## src/rtl/pfsq_pkg.sv

```systemverilog
// Shared types, codes and symbol helpers for the 6x6 pair cipher square.
`timescale 1ns / 1ps
`default_nettype none
package pfsq_pkg;

  localparam int CELLS = 36;
  localparam logic [5:0] LAST_CELL = 6'd35;
  localparam logic [5:0] FULL_COUNT = 6'd36;
  localparam logic [5:0] LETTERS = 6'd26;
  localparam logic [7:0] CH_A = 8'h41;
  localparam logic [7:0] CH_Z = 8'h5A;
  localparam logic [7:0] CH_0 = 8'h30;
  localparam logic [7:0] CH_9 = 8'h39;

  localparam logic [1:0] FUNC_CLEAR = 2'd0;
  localparam logic [1:0] FUNC_KEY = 2'd1;
  localparam logic [1:0] FUNC_FINISH = 2'd2;
  localparam logic [1:0] FUNC_PAIR = 2'd3;

  localparam logic [1:0] STAT_OK = 2'd0;
  localparam logic [1:0] STAT_NO_SYMBOL = 2'd1;
  localparam logic [1:0] STAT_NOT_READY = 2'd2;

  typedef enum logic [1:0] {
    ST_IDLE,
    ST_FILL,
    ST_LOOK,
    ST_RESP
  } state_t;

  typedef struct packed {
    logic       we;
    logic [5:0] sym;
    logic [5:0] slot;
    logic [7:0] ascii;
  } store_wr_t;

  typedef struct packed {
    logic       sc_re;
    logic [5:0] sc_a;
    logic [5:0] sc_b;
    logic       cs_re;
    logic [5:0] cs_a;
    logic [5:0] cs_b;
  } store_rd_t;

  typedef struct packed {
    logic [5:0] sc_da;
    logic [5:0] sc_db;
    logic [7:0] cs_da;
    logic [7:0] cs_db;
  } store_rdata_t;

  function automatic logic sym_ok(input logic [7:0] c);
    return ((c >= CH_A) && (c <= CH_Z)) || ((c >= CH_0) && (c <= CH_9));
  endfunction

  function automatic logic [5:0] sym_idx(input logic [7:0] c);
    logic [5:0] r;
    r = 6'd0;
    if ((c >= CH_A) && (c <= CH_Z)) begin
      r = 6'(c - CH_A);
    end else if ((c >= CH_0) && (c <= CH_9)) begin
      r = 6'(c - CH_0) + LETTERS;
    end
    return r;
  endfunction

  function automatic logic [7:0] sym_ascii(input logic [5:0] s);
    logic [7:0] r;
    if (s < LETTERS) begin
      r = CH_A + 8'(s);
    end else begin
      r = CH_0 + 8'(s - LETTERS);
    end
    return r;
  endfunction

  // row = p / 6 for p < 36, via multiply by 43 and shift by 8
  function automatic logic [2:0] cell_row(input logic [5:0] p);
    logic [11:0] prod;
    prod = 12'(p) * 12'd43;
    return prod[10:8];
  endfunction

  function automatic logic [2:0] cell_col(input logic [5:0] p, input logic [2:0] row);
    logic [5:0] base;
    base = 6'(row) * 6'd6;
    return 3'(p - base);
  endfunction

  function automatic logic [5:0] cell_addr(input logic [2:0] row, input logic [2:0] col);
    return 6'(row) * 6'd6 + 6'(col);
  endfunction

endpackage
`default_nettype wire

```

## src/rtl/pfsq_store.sv

```systemverilog
// Key square storage: cell-to-symbol and symbol-to-cell memories, placed flags.
`timescale 1ns / 1ps
`default_nettype none
module pfsq_store (
  input  wire logic                  clk,
  input  wire logic                  rst_n,
  input  wire logic                  clear,
  input  wire pfsq_pkg::store_wr_t   wr,
  input  wire pfsq_pkg::store_rd_t   rd,
  output pfsq_pkg::store_rdata_t     rdata,
  output logic [pfsq_pkg::CELLS-1:0] placed
);

  logic [7:0] cs_mem [pfsq_pkg::CELLS];
  logic [5:0] sc_mem [pfsq_pkg::CELLS];
  logic [pfsq_pkg::CELLS-1:0] placed_r;
  logic [5:0] sc_da_r, sc_db_r;
  logic [7:0] cs_da_r, cs_db_r;

  always_ff @(posedge clk) begin
    if (wr.we) begin
      cs_mem[wr.slot] <= wr.ascii;
      sc_mem[wr.sym]  <= wr.slot;
    end
    if (rd.sc_re) begin
      sc_da_r <= sc_mem[rd.sc_a];
      sc_db_r <= sc_mem[rd.sc_b];
    end
    if (rd.cs_re) begin
      cs_da_r <= cs_mem[rd.cs_a];
      cs_db_r <= cs_mem[rd.cs_b];
    end
  end

  always_ff @(posedge clk) begin
    if (!rst_n) begin
      placed_r <= '0;
    end else if (clear) begin
      placed_r <= '0;
    end else if (wr.we) begin
      placed_r[wr.sym] <= 1'b1;
    end
  end

  assign placed = placed_r;
  assign rdata = '{sc_da: sc_da_r, sc_db: sc_db_r, cs_da: cs_da_r, cs_db: cs_db_r};

endmodule
`default_nettype wire

```

## src/rtl/pfsq_ctrl.sv

```systemverilog
// Sequencer: shared placement unit, finish walk and pair lookup steps.
`timescale 1ns / 1ps
`default_nettype none
module pfsq_ctrl (
  input  wire logic                   clk,
  input  wire logic                   rst_n,
  input  wire logic                   in_valid,
  input  wire logic [1:0]             in_func,
  input  wire logic [7:0]             in_char_a,
  input  wire logic [7:0]             in_char_b,
  input  wire logic                   out_busy,
  input  wire logic [pfsq_pkg::CELLS-1:0] placed,
  input  wire pfsq_pkg::store_rdata_t rdata,
  output logic                        in_ready,
  output logic                        clear,
  output pfsq_pkg::store_wr_t         wr,
  output pfsq_pkg::store_rd_t         rd,
  output logic                        resp_load,
  output logic [1:0]                  resp_stat
);

  pfsq_pkg::state_t state_r, state_nxt;
  logic [5:0] cnt_r, cnt_nxt;
  logic [5:0] fill_r, fill_nxt;
  logic       ready_r, ready_nxt;
  logic [1:0] stat_r, stat_nxt;

  logic       accept;
  logic       ok_a, ok_b;
  logic [5:0] idx_a, idx_b;
  logic [5:0] psym;
  logic       preq, pdo;
  logic [2:0] row_a, row_b, col_a, col_b;

  assign accept = in_valid && in_ready;
  assign idx_a  = pfsq_pkg::sym_idx(in_char_a);
  assign idx_b  = pfsq_pkg::sym_idx(in_char_b);
  assign ok_a   = pfsq_pkg::sym_ok(in_char_a);
  assign ok_b   = pfsq_pkg::sym_ok(in_char_b);

  assign row_a = pfsq_pkg::cell_row(rdata.sc_da);
  assign row_b = pfsq_pkg::cell_row(rdata.sc_db);
  assign col_a = pfsq_pkg::cell_col(rdata.sc_da, row_a);
  assign col_b = pfsq_pkg::cell_col(rdata.sc_db, row_b);

  // shared placement unit: key character or finish walk
  assign psym = (state_r == pfsq_pkg::ST_FILL) ? cnt_r : idx_a;
  assign preq = (state_r == pfsq_pkg::ST_FILL) ||
                (accept && (in_func == pfsq_pkg::FUNC_KEY) && ok_a);
  assign pdo  = preq && !placed[psym] && (fill_r != pfsq_pkg::FULL_COUNT);

  always_comb begin
    state_nxt = state_r;
    case (state_r)
      pfsq_pkg::ST_IDLE: begin
        if (accept && (in_func == pfsq_pkg::FUNC_FINISH)) begin
          state_nxt = pfsq_pkg::ST_FILL;
        end else if (accept && (in_func == pfsq_pkg::FUNC_PAIR)) begin
          state_nxt = (stat_nxt == pfsq_pkg::STAT_OK) ? pfsq_pkg::ST_LOOK
                                                      : pfsq_pkg::ST_RESP;
        end
      end
      pfsq_pkg::ST_FILL: begin
        if (cnt_r == pfsq_pkg::LAST_CELL) begin
          state_nxt = pfsq_pkg::ST_IDLE;
        end
      end
      pfsq_pkg::ST_LOOK: state_nxt = pfsq_pkg::ST_RESP;
      pfsq_pkg::ST_RESP: begin
        if (!out_busy) begin
          state_nxt = pfsq_pkg::ST_IDLE;
        end
      end
      default: state_nxt = pfsq_pkg::ST_IDLE;
    endcase
  end

  always_comb begin
    in_ready  = (state_r == pfsq_pkg::ST_IDLE);
    clear     = accept && (in_func == pfsq_pkg::FUNC_CLEAR);
    resp_load = (state_r == pfsq_pkg::ST_RESP) && !out_busy;
    resp_stat = stat_r;
    wr.we     = pdo;
    wr.sym    = psym;
    wr.slot   = fill_r;
    wr.ascii  = pfsq_pkg::sym_ascii(psym);
    rd.sc_re  = accept && (in_func == pfsq_pkg::FUNC_PAIR);
    rd.sc_a   = idx_a;
    rd.sc_b   = idx_b;
    rd.cs_re  = (state_r == pfsq_pkg::ST_LOOK);
    rd.cs_a   = pfsq_pkg::cell_addr(row_a, col_b);
    rd.cs_b   = pfsq_pkg::cell_addr(row_b, col_a);
  end

  always_comb begin
    cnt_nxt   = cnt_r;
    fill_nxt  = fill_r;
    ready_nxt = ready_r;
    stat_nxt  = stat_r;
    if (state_r == pfsq_pkg::ST_FILL) begin
      cnt_nxt = cnt_r + 6'd1;
      if (cnt_r == pfsq_pkg::LAST_CELL) begin
        ready_nxt = 1'b1;
      end
    end
    if (accept && (in_func == pfsq_pkg::FUNC_FINISH)) begin
      cnt_nxt = 6'd0;
    end
    if (accept && (in_func == pfsq_pkg::FUNC_CLEAR)) begin
      fill_nxt  = 6'd0;
      ready_nxt = 1'b0;
    end else if (pdo) begin
      fill_nxt = fill_r + 6'd1;
    end
    if (accept && (in_func == pfsq_pkg::FUNC_PAIR)) begin
      if (!ready_r) begin
        stat_nxt = pfsq_pkg::STAT_NOT_READY;
      end else if (!ok_a || !ok_b || !placed[idx_a] || !placed[idx_b]) begin
        stat_nxt = pfsq_pkg::STAT_NO_SYMBOL;
      end else begin
        stat_nxt = pfsq_pkg::STAT_OK;
      end
    end
  end

  always_ff @(posedge clk) begin
    if (!rst_n) begin
      state_r <= pfsq_pkg::ST_IDLE;
      cnt_r   <= 6'd0;
      fill_r  <= 6'd0;
      ready_r <= 1'b0;
      stat_r  <= pfsq_pkg::STAT_OK;
    end else begin
      state_r <= state_nxt;
      cnt_r   <= cnt_nxt;
      fill_r  <= fill_nxt;
      ready_r <= ready_nxt;
      stat_r  <= stat_nxt;
    end
  end

endmodule
`default_nettype wire

```

## src/rtl/playfair_square_pair_cipher_unit.sv

```systemverilog
// Top level of the 6x6 key square pair cipher unit.
// Clear and key commands leave the unit idle; in_ready stays high after them.
// Finish walks all 36 symbols through the placement unit, one per cycle.
// Pair: out_valid rises after the two registered memory reads and the output register
// (error results skip the reads); next item taken after the result registers.
// Reset clears placed flags, fill count and finished flag; memories are not cleared.
`timescale 1ns / 1ps
`default_nettype none
module playfair_square_pair_cipher_unit (
  input  wire logic       clk,
  input  wire logic       rst_n,
  input  wire logic       in_valid,
  output logic            in_ready,
  input  wire logic [1:0] in_func,
  input  wire logic [7:0] in_char_a,
  input  wire logic [7:0] in_char_b,
  output logic            out_valid,
  input  wire logic       out_ready,
  output logic [7:0]      out_a,
  output logic [7:0]      out_b,
  output logic [1:0]      out_status
);

  pfsq_pkg::store_wr_t    wr;
  pfsq_pkg::store_rd_t    rd;
  pfsq_pkg::store_rdata_t rdata;
  logic [pfsq_pkg::CELLS-1:0] placed;
  logic       clear;
  logic       resp_load;
  logic [1:0] resp_stat;
  logic       out_valid_r;
  logic [7:0] out_a_r, out_b_r;
  logic [1:0] out_status_r;
  logic       out_busy;

  assign out_busy = out_valid_r && !out_ready;

  pfsq_ctrl u_ctrl (
    .clk       (clk),
    .rst_n     (rst_n),
    .in_valid  (in_valid),
    .in_func   (in_func),
    .in_char_a (in_char_a),
    .in_char_b (in_char_b),
    .out_busy  (out_busy),
    .placed    (placed),
    .rdata     (rdata),
    .in_ready  (in_ready),
    .clear     (clear),
    .wr        (wr),
    .rd        (rd),
    .resp_load (resp_load),
    .resp_stat (resp_stat)
  );

  pfsq_store u_store (
    .clk    (clk),
    .rst_n  (rst_n),
    .clear  (clear),
    .wr     (wr),
    .rd     (rd),
    .rdata  (rdata),
    .placed (placed)
  );

  always_ff @(posedge clk) begin
    if (!rst_n) begin
      out_valid_r <= 1'b0;
    end else if (resp_load) begin
      out_valid_r <= 1'b1;
    end else if (out_ready) begin
      out_valid_r <= 1'b0;
    end
  end

  always_ff @(posedge clk) begin
    if (resp_load) begin
      out_status_r <= resp_stat;
      if (resp_stat == pfsq_pkg::STAT_OK) begin
        out_a_r <= rdata.cs_da;
        out_b_r <= rdata.cs_db;
      end else begin
        out_a_r <= 8'd0;
        out_b_r <= 8'd0;
      end
    end
  end

  assign out_valid  = out_valid_r;
  assign out_a      = out_a_r;
  assign out_b      = out_b_r;
  assign out_status = out_status_r;

endmodule
`default_nettype wire

```

## config.mk

```make
export PLATFORM = sky130hd
export DESIGN_NAME = playfair_square_pair_cipher_unit
export DESIGN_NICKNAME = d
export VERILOG_FILES = /design/src/rtl/pfsq_pkg.sv /design/src/rtl/pfsq_store.sv /design/src/rtl/pfsq_ctrl.sv /design/src/rtl/playfair_square_pair_cipher_unit.sv
export SDC_FILE = /design/constraint.sdc
export NUM_CORES = 1
export LEC_CHECK = 0
export BUFFER_PORTS_ARGS = -buffer_cell sky130_fd_sc_hd__buf_2
export CAP_MARGIN = 20
export CORE_MARGIN = 4
export CORE_UTILIZATION = 50
export DETAILED_ROUTE_END_ITERATION = 16
export HOLD_SLACK_MARGIN = 0.06
export PLACE_DENSITY_LB_ADDON = 0.15
export SLEW_MARGIN = 20
export SYNTH_ARGS = -nofsm -noshare
export SYNTH_HDL_FRONTEND = slang
export SYNTH_HIERARCHICAL = 1
export SYNTH_SLANG_ARGS = --single-unit
```

## constraint.sdc

```tcl
create_clock -name clk -period 5.3 [get_ports clk]
set_clock_uncertainty 0.1 [all_clocks]
set_input_delay 0.53 -clock clk [delete_from_list [all_inputs] [get_ports clk]]
set_output_delay 0.53 -clock clk [all_outputs]
set_load 0.01 [all_outputs]
```

==> results.cfg <==
[status]
status = finished with violations
violations = negative setup slack

[setup_path]
crit_path_cell_trace = ha_1 > ha_1 > inv_2 > fa_1 > inv_1 > ha_1 > a31o_2 > a21o_1 > a21o_1 > a21oi_4 > o21bai_4 > xor2_2 > ha_4 > xnor2_4 > xnor2_2 > fa_1 > buf_6 > nor2_4 > buf_6 > a22o_1 > a221oi_2 > o22ai_2 > o41ai_2
cp-start-kind = flip-flop
path_class = reg2reg
critical_path_arrival_ps = 6030
required_ps = 5600
cp_slowest_stage_delay_ps = 590
critPathSlowestCell = fa_1
end_kind = flip-flop
path_max_fanout = 5
cp_common_cell = ha_1

[clock_network]
cts.sinks = 604
cts_root_buf = clkbuf_16
clock_latency_ps = 620
cts_hold_buf = 0
htreeDepth = 3
cts_tree = done
cts.clk_slew.worst_paths_ps = 50
cts_made_buffers = 69
clock_path_buffers = 3

[grt]
grt_pass1_wl_um = 137700
overflow = 0
grt_pass1_vias = 21530
grt_usage_pct = 26.88
antenna_found_initial = 1
grt_max_degree = 137

[sta]
setup_viol = 16
rsz0062_at_grt = true
setup_ws_ps = -433.2
slew_viol_final = 0
finalHoldViolCount = 0
period_minus_slack_ps = 5733
fmax_mhz = 174.4
max_slew_margin_pct = 25.37
worstMarginPinSlew_ps = 1108
timing.final.crit_share_pct = 108.2
fin_tns_setup_ps = -5095
holdWs_ps = 120.3

[floorplanning]
dieArea_sq_um = 68090
die_w_um = 260.9
die_h_um = 260.9
core_sq_um = 63200
initial_core_util_pct = 50.62
placementRows = 92
ios = 42

[synth]
yosysUniqueCellTypes = 87
ys_seq_area_share_pct = 55.01
yosysWarningCount = 6
syn-num-nets = 2457
async_flop_share_pct = 0
syn_inst = 2344
synth_ff_type = edfxtp_1
synth-edff-count = 550
synthTopCellsByArea = edfxtp_1 52%, mux2i_1 15%, dfxtp_1 3.4%
syn_area_sq_um = 31990
synthDominantAreaCellType = edfxtp_1
avgSynthCellArea_sq_um = 13.65
ys_seq_elements = 604
synth_top_area_share_pct = 51.63

[routing]
ant_nets = 0
drc = 0
dr.pass1.iters = 5
viasPerCell = 6.124
drtIter0Drc = 1577
detail_route.wl_per_cell_um = 26.48
wirelength_um = 92590
vias = 21410

[power_and_ir_drop]
ir_worst_vdd_v = 0.0004844
p_leak_nw = 13.76
p_per_area_nw_per_um2 = 594.3
p_total_mw = 22.64

[final_layout]
final_cell_mix = 550 x edfxtp_1, 482 x mux2i_1, 238 x buf_4
fin_cells = 3497
layout-drive-gt1-share_pct = 26.59
final_common_cell = edfxtp_1
nets = 2710
num-fill-cells = 4803
n_antenna_cell = 0
area_growth_syn_to_layout_pct = 19.09

[run]
drv_cap = 0

[place]
hpwl_um = 63870
dp_cells = 3341
preCtsSetupSlack_ps = -626.7
gp_congestion = 0.9154
io_buffers = 41

[min_path]
hold_class = in2reg
## layer usage
layer	vias to the layer above	wire length, um	global-route usage, %
met4	0	4388	10.91
met3	209	4932	3.530
li1	9694	-	-
met2	743	46330	46.85
met5	-	0	0
met1	10770	36940	34.07
## sequential cells by signal, indices dropped and copies added, names as in the netlist, 6 cells and up
name,cells
u_store/sc_mem,216
u_store/sc_da_r,6
u_store/cs_da_r,8
u_ctrl/fill_r,6
u_store/placed,36
out_b,8
out_a,8
u_store/cs_db_r,8
u_ctrl/cnt_r,6
u_store/sc_db_r,6
u_store/cs_mem,288
## cell families (layout without fill, tap and decap cells)
| family | after synthesis | count (layout) | share of synthesized area, % |
|---|---|---|---|
| flip-flops | 604 | 604 | 55.01 |
| multiplexers | 512 | 512 | 17.19 |
| AO/OA/AOI/OAI | 504 | 504 | 12.99 |
| AND/OR/NAND/NOR | 368 | 370 | 5.562 |
| buffers and inverters | 226 | 531 | 4.306 |
| adder cells (fa/ha/maj) | 91 | 91 | 3.841 |
| XOR/XNOR | 38 | 38 | 1.083 |
| other | 1 | 1 | 0.01172 |
## per-stage QoR
stage	area (sq um)	utilization [%]
6_report	38100	60.28
3_5_place_dp	34520	54.63
2_1_floorplan	32190	-
3_3_place_gp	34520	54.63
5_1_grt	38100	60.28
4_1_cts	37580	59.47
## layout make-up
| class | count | area, sq um | share of cell area [%] |
|---|---|---|---|
| Clock buffer | 86 | 1822 | 4.782 |
| Clock inverter | 39 | 422.9 | 1.110 |
| Inverter | 76 | 295.3 | 0.7751 |
| Multi-Input combinational cell | 1516 | 14070 | 36.93 |
| Sequential cell | 604 | 17600 | 46.20 |
| Tap cell | 846 | 1059 | 2.779 |
| Timing Repair Buffer | 330 | 2829 | 7.426 |
## Yosys cell counts, types with 12 or more instances
library cell / count
o41ai_2: 28
edfxtp_1: 550
inv_1: 66
a221oi_2: 26
a211oi_1: 13
mux2i_1: 482
nor2_1: 111
nor3_1: 12
buf_4: 31
buf_1: 16
nand2b_1: 14
and2_2: 13
a21oi_1: 91
nand2_1: 114
ha_1: 79
nor2b_1: 20
a22oi_1: 115
clkbuf_1: 34
a22o_1: 57
fa_1: 12
xnor2_1: 26
dfxtp_1: 54
buf_6: 25
a221oi_1: 34
buf_2: 30
o21a_1: 37
o22ai_1: 29
mux4_2: 30
nand3_1: 28
## worst paths after layout
check	slack, ps	depth (start not counted)	to	startpoint
worst max-delay path	-430	23	u_store/cs_db_r[5]$_DFFE_PP_	u_store/sc_da_r[3]$_DFFE_PP_
worst min-delay path	120	2	u_ctrl/state_r[0]$_SDFFE_PN0P_	in_func[0]
worst max register to register	-430	23	u_store/cs_db_r[5]$_DFFE_PP_	u_store/sc_da_r[3]$_DFFE_PP_
worst min register to register	380	0	out_status[1]$_DFFE_PP_	u_ctrl/resp_stat[1]$_SDFF_PN0_
## what timing repair did
item | CTS | global route
resized for setup | 117 | 50
cloned | 5 | 0
pin swaps | 75 | 45
setup buffers | 22 | 18
endpoints found under the setup margin | 16 | 16
## critical path: cells and delay by family, from the launching register on
kind | cells | cell delay [ps]
adders and majority gates | 6 | 2190
AOI/OAI and AO/OA | 9 | 1850
xor gates and xnor gates | 3 | 500
DFF | 1 | 450
buffers and inverters | 4 | 360
and+or+nand+nor | 1 | 60
## power by group
group	total (mW)	internal, mW	leakage (nW)	switching [mW]
Combinational	12.4	5.87	7.25	6.55
Clock	4.75	2.84	1.10	1.90
Sequential	5.48	5.45	5.40	0.0283
Power figures use the tool's default switching activity.
